==> config.mk <==
export PLATFORM = sky130hd
export DESIGN_NAME = tpc_queue
export DESIGN_NICKNAME = d
export VERILOG_FILES = /design/src/design/triangle_plane_clip_project_assert.svh /design/src/design/tpc_queue.sv
export SDC_FILE = /design/constraint.sdc
export NUM_CORES = 1
export LEC_CHECK = 0
export BUFFER_PORTS_ARGS = -buffer_cell sky130_fd_sc_hd__buf_2
export CAP_MARGIN = 30
export CORE_AREA = 4 4 41 43
export DETAILED_ROUTE_END_ITERATION = 10
export DIE_AREA = 0 0 45 47
export GPL_TIMING_DRIVEN = 0
export PLACE_DENSITY = 0.5
export SLEW_MARGIN = 10
export SYNTH_ARGS = -nofsm -noshare
export SYNTH_HDL_FRONTEND = slang
export SYNTH_SLANG_ARGS = --single-unit
==> constraint.sdc <==
create_clock -name clk_i -period 1.8 [get_ports clk_i]
set_input_delay 0.09 -clock clk_i [delete_from_list [all_inputs] [get_ports clk_i]]
set_output_delay 0.09 -clock clk_i [all_outputs]
set_load 0.01 [all_outputs]
==> src/design/triangle_plane_clip_project_assert.svh <==
// Assertion macros for the triangle clip and projection block.
`ifndef TRIANGLE_PLANE_CLIP_PROJECT_ASSERT_SVH
`define TRIANGLE_PLANE_CLIP_PROJECT_ASSERT_SVH

`ifndef SYNTHESIS
`define TPC_ASSERT(lbl, clk, rst_n, prop, msg) \
  lbl: assert property (@(posedge clk) disable iff (!rst_n) prop) else $error(msg);
`define TPC_ASSERT_ALWAYS(lbl, clk, prop, msg) \
  lbl: assert property (@(posedge clk) prop) else $error(msg);
`else
`define TPC_ASSERT(lbl, clk, rst_n, prop, msg)
`define TPC_ASSERT_ALWAYS(lbl, clk, prop, msg)
`endif

`endif

==> src/design/tpc_queue.sv <==
module tpc_queue #(
  parameter type T = logic,
  parameter int unsigned DEPTH = 2
) (
  input  logic clk_i,
  input  logic rst_ni,
  input  logic push_i,
  input  T     data_i,
  output logic full_o,
  input  logic pop_i,
  output T     data_o,
  output logic empty_o
);

  localparam int unsigned IDX_W = (DEPTH > 1) ? $clog2(DEPTH) : 1;
  localparam int unsigned CNT_W = $clog2(DEPTH + 1);

  T mem_q [DEPTH];
  logic [IDX_W-1:0] wr_q, rd_q;
  logic [CNT_W-1:0] cnt_q;
  logic do_push, do_pop;

  assign full_o  = (cnt_q == CNT_W'(DEPTH));
  assign empty_o = (cnt_q == '0);
  assign data_o  = mem_q[rd_q];
  assign do_push = push_i && !full_o;
  assign do_pop  = pop_i && !empty_o;

  always_ff @(posedge clk_i) begin
    if (do_push) begin
      mem_q[wr_q] <= data_i;
    end
  end

  always_ff @(posedge clk_i or negedge rst_ni) begin
    if (!rst_ni) begin
      wr_q  <= '0;
      rd_q  <= '0;
      cnt_q <= '0;
    end else begin
      if (do_push) begin
        wr_q <= (wr_q == IDX_W'(DEPTH - 1)) ? '0 : wr_q + 1'b1;
      end
      if (do_pop) begin
        rd_q <= (rd_q == IDX_W'(DEPTH - 1)) ? '0 : rd_q + 1'b1;
      end
      if (do_push && !do_pop) begin
        cnt_q <= cnt_q + 1'b1;
      end else if (do_pop && !do_push) begin
        cnt_q <= cnt_q - 1'b1;
      end
    end
  end

endmodule

==> metrics, run 1 <==
WL final=454 microns; Initial Util=20.6%; setup slack at placement=300 ps; synthesized area=268 sq um; WL per Instance=9.27 microns; Max stage delay on crit path=420 ps; reg2reg path depth=7; Post-Syn Nets=28; critical path cell sequence=nand2b_1 > nand2_1 > inv_1 > ha_1 > xor2_1 > nor2_1 > xor2_1; Clock transition at path regs=50 ps; Routed Antenna Nets=0; WHS Endpoint=mem_q[0]$_DFFE_PP_; run status=complete, no violations; FP Rows=13; clock sinks=6; via density per instance=3.78; iteration-0 DRC count of the detailed router=0; CP Data Required Time=1970 ps; Syn. warnings=0; final setup skew=4.17 ps; final net count=41; clock buffer depth=2; Pwr Density=1750 mW/mm^2; gr usage total=6.21%; RSZ-0062 raised after global routing=no; GPL Wtd Cong=0.610; n_diodes=0; largest family of logic cells by synthesized area=XOR/XNOR gates; Core Footprint=0.00130 sq mm; commonest non-fill, non-tap cell in the layout=buf_2; drt pass-1 iters=1; Static Leak=0.000174 uW; Worst Tran Pin Value=203 ps; first-pass GRT wire length=841 microns; combinational power share=36.8%; CP dominant cell by count=xor2_1; most frequent cells in the layout=buf_2 (7), dfrtp_1 (4), nor2_1 (3), xnor2_1 (3), clkbuf_4 (3); post-cts gate resize count=0; Via Count=185; die area=0.00212 sq mm; sw power=214 uW; cell count after synthesis=22; Final setup viols=0; initial antenna violation count=0; period utilization=82.8%; Critical-path top delay cell=dfrtp_1; CTS tree=done; share of cells above drive strength 1=32.4%; CTS root buf=clkbuf_4; Simple-Gate Fraction of Synth Area=10.3%; Worst setup EP type=register; Compound-Gate Fraction of Synth Area=1.87%; Fillers=147; multiplexer share of the synthesized area=4.21%; Period minus WS final=1490 ps; Layout Area Growth over Synthesis=33.6%; largest net degree at the start of global routing=6; worst reg2reg setup slack=310 ps; fin. max-slew vios=0; Pint=411 uW; WHS Path Cells=1; final hold violation count=0; switch share=34.2%; Post-CTS Setup Repair Bufs=0; VDD IR max=0.000881 V; number of remaining DRC errors=0; setup_tns=0 ps; Power Total=625 uW; crit start category=register; Hold Path Origin=data_i; R2R Path End=cnt_q[1]$_DFFE_PN0P_; htree depth=1; hold crit path type=in -> reg; sequential share of power=41.2%; register area share after synthesis=59.8%; Max-Cap Viols=0; critical path type=reg -> reg; DIE WIDTH=45 microns; Synth Area in XOR/XNOR=16.4%; die extent in y=47 microns; relative slew slack=86.4%; R2R Path Start=cnt_q[0]$_DFFE_PN0P_; vias in the first global route=212; io pins=8; CTS Buf Count=3; setup ws final=309 ps; GRT overflow=0; CTS hold repair buffers=1; distinct cell type count after synthesis=12; Syn Area/Cell=12.2 sq um; post-synthesis register bit count=6; worst skew pair latency=250 ps; critical path fanouts, max=5; Synth Area in Adders=4.67%; Clock Power Share=22.0%; CP arrival=1660 ps; fmax=0.671 GHz; Port-buffer cells=7
-- through the flow --
step,hold WS (ps),std cells,area [sq um],util (%)
finish,35.6,49,358,27.5
global route,31.9,49,358,27.5
CTS,36.5,49,358,27.5
detailed placement,-97.4,44,322,24.7
global placement,-104,44,322,24.7
floorplan,-206,22,268,-
-- state kept, by name, indices dropped and copies added (netlist names) --
| name | count |
|---|---|
| cnt_q | 2 |
| mem_q | 2 |
| rd_q | 1 |
| wr_q | 1 |
-- logic make-up after synthesis --
group | Yosys count
DFF | 6
and+or+nand+nor | 6
buffers and inverters | 2
muxes | 1
adders and majority gates | 1
xor gates and xnor gates | 5
AOI/OAI and AO/OA | 1
-- worst max-delay path, delay by kind of cell, from the launching register on --
| kind | cells | cell delay [ps] |
|---|---|---|
| simple gates | 3 | 450 |
| fa+ha+maj | 1 | 180 |
| flops | 1 | 420 |
| xor+xnor | 2 | 310 |
| buf+inv | 1 | 60 |
-- worst max-delay path by stage --
stage,start,to,slack (ps),depth (start not counted)
floorplan,cnt_q[0]$_DFFE_PN0P_,cnt_q[1]$_DFFE_PN0P_,440,6
global placement,cnt_q[0]$_DFFE_PN0P_,cnt_q[1]$_DFFE_PN0P_,340,7
detailed placement,cnt_q[0]$_DFFE_PN0P_,cnt_q[1]$_DFFE_PN0P_,300,6
CTS,cnt_q[0]$_DFFE_PN0P_,cnt_q[1]$_DFFE_PN0P_,280,7
global route,cnt_q[0]$_DFFE_PN0P_,cnt_q[1]$_DFFE_PN0P_,150,7
finish,cnt_q[0]$_DFFE_PN0P_,cnt_q[1]$_DFFE_PN0P_,310,7
-- cell type report --
cell class | count | area, sq um | share of cell area [%]
well taps | 15 | 18.8 | 5.24
inverters | 2 | 7.51 | 2.10
repair buffers | 8 | 45.0 | 12.6
clock buffers | 4 | 26.3 | 7.34
flip-flops and latches | 6 | 160 | 44.8
multi-input cells | 14 | 100 | 28.0
-- cells in the mapped netlist, drive strengths merged --
cell type / instances / share of area [%]
and3: 1 / 2.3
dfrtp: 4 / 37
edfxtp: 2 / 22
ha: 1 / 4.7
inv: 2 / 2.8
mux2: 1 / 4.2
nand2: 1 / 1.4
nand2b: 1 / 2.3
nor2: 3 / 4.2
o21ai: 1 / 1.9
xnor2: 3 / 9.8
xor2: 2 / 6.5
-- layer usage --
layer  up-vias  global-route usage [%]  wire [microns]
li1         94                       -               -
met1        80                    5.35             187
met2        11                    9.32             194
met3         0                    6.13              71
met4         0                    3.51               0
met5         -                       0               0
-- power groups by stage --
stage | registers (uW) | clock network, uW | logic [uW]
floorplan | 249 | 0 | 174
global placement | 257 | 0 | 226
detailed placement | 261 | 0 | 231
CTS | 259 | 141 | 236
global route | 265 | 154 | 260
finish | 257 | 138 | 230
Power figures use the tool's default switching activity.
==> run 2: changes to the inputs <==
--- a/config.mk
+++ b/config.mk
@@ -5,13 +5,14 @@
 export SDC_FILE = /design/constraint.sdc
 export NUM_CORES = 1
 export LEC_CHECK = 0
+export ABC_AREA = 1
 export BUFFER_PORTS_ARGS = -buffer_cell sky130_fd_sc_hd__buf_2
 export CAP_MARGIN = 30
 export CORE_AREA = 4 4 41 43
 export DETAILED_ROUTE_END_ITERATION = 10
 export DIE_AREA = 0 0 45 47
 export GPL_TIMING_DRIVEN = 0
-export PLACE_DENSITY = 0.5
+export PLACE_DENSITY = 0.53
 export SLEW_MARGIN = 10
 export SYNTH_ARGS = -nofsm -noshare
 export SYNTH_HDL_FRONTEND = slang
==> constraint.sdc (replaced) <==
create_clock -name clk_i -period 1.5 [get_ports clk_i]
set_input_delay 0.075 -clock clk_i [delete_from_list [all_inputs] [get_ports clk_i]]
set_output_delay 0.075 -clock clk_i [all_outputs]
set_load 0.01 [all_outputs]
==> run 2 against run 1 <==
Compared with the run above:
- final area increased by 10%
- clock-buffer cell count unchanged
- fmax increased by 12%
==> metrics, run 2 <==
Layout Area Growth over Synthesis=29.5% (was 33.6%); n_diodes=0 (unchanged); post-synthesis register bit count=6 (unchanged); hold crit path type=in -> reg (unchanged); fmax=0.749 GHz (was 0.671 GHz); distinct cell type count after synthesis=12 (unchanged); Worst Tran Pin Value=247 ps (was 203 ps); Period minus WS final=1340 ps (was 1490 ps); WL final=543 microns (was 454 microns); final setup skew=4.27 ps (was 4.17 ps); post-synth top area share=32.8% (was 37.4%); Post-synth EDFFs=2 (unchanged); GRT overflow=0 (unchanged); top-count cell post-synth=nand2_1 (was dfrtp_1); htree depth=1 (unchanged); Clock transition at path regs=50 ps (about the same); die area=0.00212 sq mm (unchanged); FF+latch area=160 sq um (unchanged); relative slew slack=83.5% (was 86.4%); period utilization=89.0% (was 82.8%); Pwr Density=1990 mW/mm^2 (was 1750 mW/mm^2); most frequent cells in the layout=nand2_1 (12), inv_1 (8), buf_2 (7) (was buf_2 (7), dfrtp_1 (4), nor2_1 (3), xnor2_1 (3), clkbuf_4 (3)); iteration-0 DRC count of the detailed router=11 (was 0); Max stage delay on crit path=460 ps (was 420 ps); critical path cell sequence=o21ai_1 > ha_1 > inv_1 > nand3_1 > nand2_1 > nand2_1 (was nand2b_1 > nand2_1 > inv_1 > ha_1 > xor2_1 > nor2_1 > xor2_1); largest area contributor in the netlist=dfrtp_1 (unchanged); cell count after synthesis=37 (was 22); largest net degree at the start of global routing=8 (was 6); clock buffer depth=2 (unchanged); routing usage on met2=9.89% (was 9.32%); most common flop cell mapped by yosys=dfrtp_1 (unchanged); CP dominant cell by count=nand2_1 (was xor2_1); Initial Util=23.5% (was 20.6%); Via Count=252 (was 185); Top Registers=cnt_q (2), mem_q (2) (unchanged); CTS Buf Count=3 (unchanged); Post-Syn Nets=43 (was 28); Syn Area/Cell=8.25 sq um (was 12.2 sq um); CTS root buf=clkbuf_4 (unchanged); CP arrival=1470 ps (was 1660 ps); Final Util=30.4% (was 27.5%); VDD IR max=0.000806 V (was 0.000881 V); number of remaining DRC errors=0 (unchanged); GRT busiest layer=met2 (unchanged); critical path fanouts, max=7 (was 5); drt pass-1 iters=4 (was 1); commonest non-fill, non-tap cell in the layout=nand2_1 (was buf_2); Worst setup EP type=register (unchanged); worst skew pair latency=250 ps (about the same); fin. max-slew vios=0 (unchanged); via density per instance=3.94 (was 3.78); GRT met3 Usage=2.68% (was 6.13%); final net count=56 (was 41); register area share after synthesis=52.5% (was 59.8%); WL per Instance=8.48 microns (was 9.27 microns); GR Util met1=6.03% (was 5.35%); GPL Wtd Cong=0.683 (was 0.610); Cell Count, Final, Fillers Out=64 (was 49); Fillers=154 (was 147); Fin Hold WS=14.8 ps (was 35.6 ps); CTS tree=done (unchanged); crit start category=register (unchanged); initial antenna violation count=0 (unchanged); Inst Count DP=59 (was 44); RSZ-0062 raised after global routing=no (unchanged); footprint of the multi-input gates=115 sq um (was 100 sq um); setup_tns=0 ps (unchanged); critical path type=reg -> reg (unchanged); Synth top cells by count=nand2_1 (12), inv_1 (8), dfrtp_1 (4) (was dfrtp_1 (4), nor2_1 (3), xnor2_1 (3)); Static Leak=0.000216 uW (was 0.000174 uW); clock sinks=6 (unchanged); synthesized area=305 sq um (was 268 sq um); DIE WIDTH=45 microns (unchanged); DP HPWL=418 microns; gr usage total=6.36% (was 6.21%); die extent in y=47 microns (unchanged); first-pass GRT wire length=876 microns (was 841 microns); Critical-path top delay cell=dfrtp_1 (unchanged); share of cells above drive strength 1=24.5% (was 32.4%); Routed Antenna Nets=0 (unchanged); synth top area cells=dfrtp_1 (33%), edfxtp_1 (20%), nand2_1 (15%) (was dfrtp_1 (37%), edfxtp_1 (22%), xnor2_1 (9.8%)); share of flip-flops with an asynchronous set or reset=66.7% (unchanged); Final setup viols=0 (unchanged); run status=complete, no violations (unchanged); Core Footprint=0.00130 sq mm (unchanged); CP Data Required Time=1640 ps (was 1970 ps); Max-Cap Viols=0 (unchanged); final hold violation count=0 (unchanged); Port-buffer cells=7 (unchanged); vias in the first global route=238 (was 212); FP Rows=13 (unchanged); io pins=8 (unchanged); Syn. warnings=0 (unchanged)
==> run 2: changes by cell type after synthesis, sizes merged <==
cell / previous run / this run
nand2: 1 / 12
inv: 2 / 8
xnor2: 3 / 1
xor2: 2 / 0
and3: 1 / 0
mux2: 1 / 0
nand2b: 1 / 0
nand3: 0 / 1
nand3b: 0 / 1
nand4: 0 / 1
nor2: 3 / 4
o21ai: 1 / 2
==> run 2: worst max-delay path: cells and delay by family (launching register included) <==
kind,cells,cell delay (ps)
flip-flops,1,460
adder cells (fa/ha/maj),1,290
AO/OA/AOI/OAI,1,230
AND/OR/NAND/NOR,3,180
buffers and inverters,1,80
==> run 2: final cells by class <==
cell class	instances	share of cell area (%)
inverters	8	7.59
well taps	15	4.75
flip-flops and latches	6	40.5
multi-input cells	23	29.1
repair buffers	8	11.4
clock buffers	4	6.65
==> run 2: repair_timing <==
item,in CTS,in global routing
hold buffers,1,0
gates resized for setup,0,1
setup buffers,0,0
endpoints found under the hold margin,4,0
endpoints found under the setup margin,0,1
==> run 2: power breakdown <==
part | internal [uW] | switching, uW
Clock | 101 | 66.2
Combinational | 136 | 181
Sequential | 242 | 60.9
==> run 2: path summary, 6_finish.rpt <==
check                                      from              endpoint  slack (ps)  cells after the start
max                        cnt_q[0]$_DFFE_PN0P_  cnt_q[1]$_DFFE_PN0P_         160                      6
min                                      data_i    mem_q[1]$_DFFE_PP_          10                      1
max reg2reg                cnt_q[0]$_DFFE_PN0P_  cnt_q[1]$_DFFE_PN0P_         160                      6
min reg2reg                    wr_q$_DFFE_PN0N_      wr_q$_DFFE_PN0N_         480                      2
max in group asynchronous                rst_ni      rd_q$_DFFE_PN0P_        1200                      2
min in group asynchronous                rst_ni      wr_q$_DFFE_PN0N_         170                      2
==> run 2: metrics by stage <==
step                      instance area (sq um)  setup slack [ps]  total power (uW)
after floorplan                             305               189               531
after global placement                      359               100               617
after detailed placement                    359              71.7               622
after CTS                                   395              59.0               795
after global routing                        395              81.6               866
final                                       395               165               787
==> run 2: per-layer routing <==
layer	up-vias	wire length [microns]
met3	0	34
li1	138	-
met1	110	246
met5	-	0
met2	4	262
met4	0	0
==> run 2: cell families after synthesis <==
logic type,Yosys count,synth area share (%)
buffers and inverters,8,9.84
XOR/XNOR,1,2.87
AO/OA/AOI/OAI,2,3.28
flip-flops,6,52.5
AND/OR/NAND/NOR,19,27.5
adder cells (fa/ha/maj),1,4.10
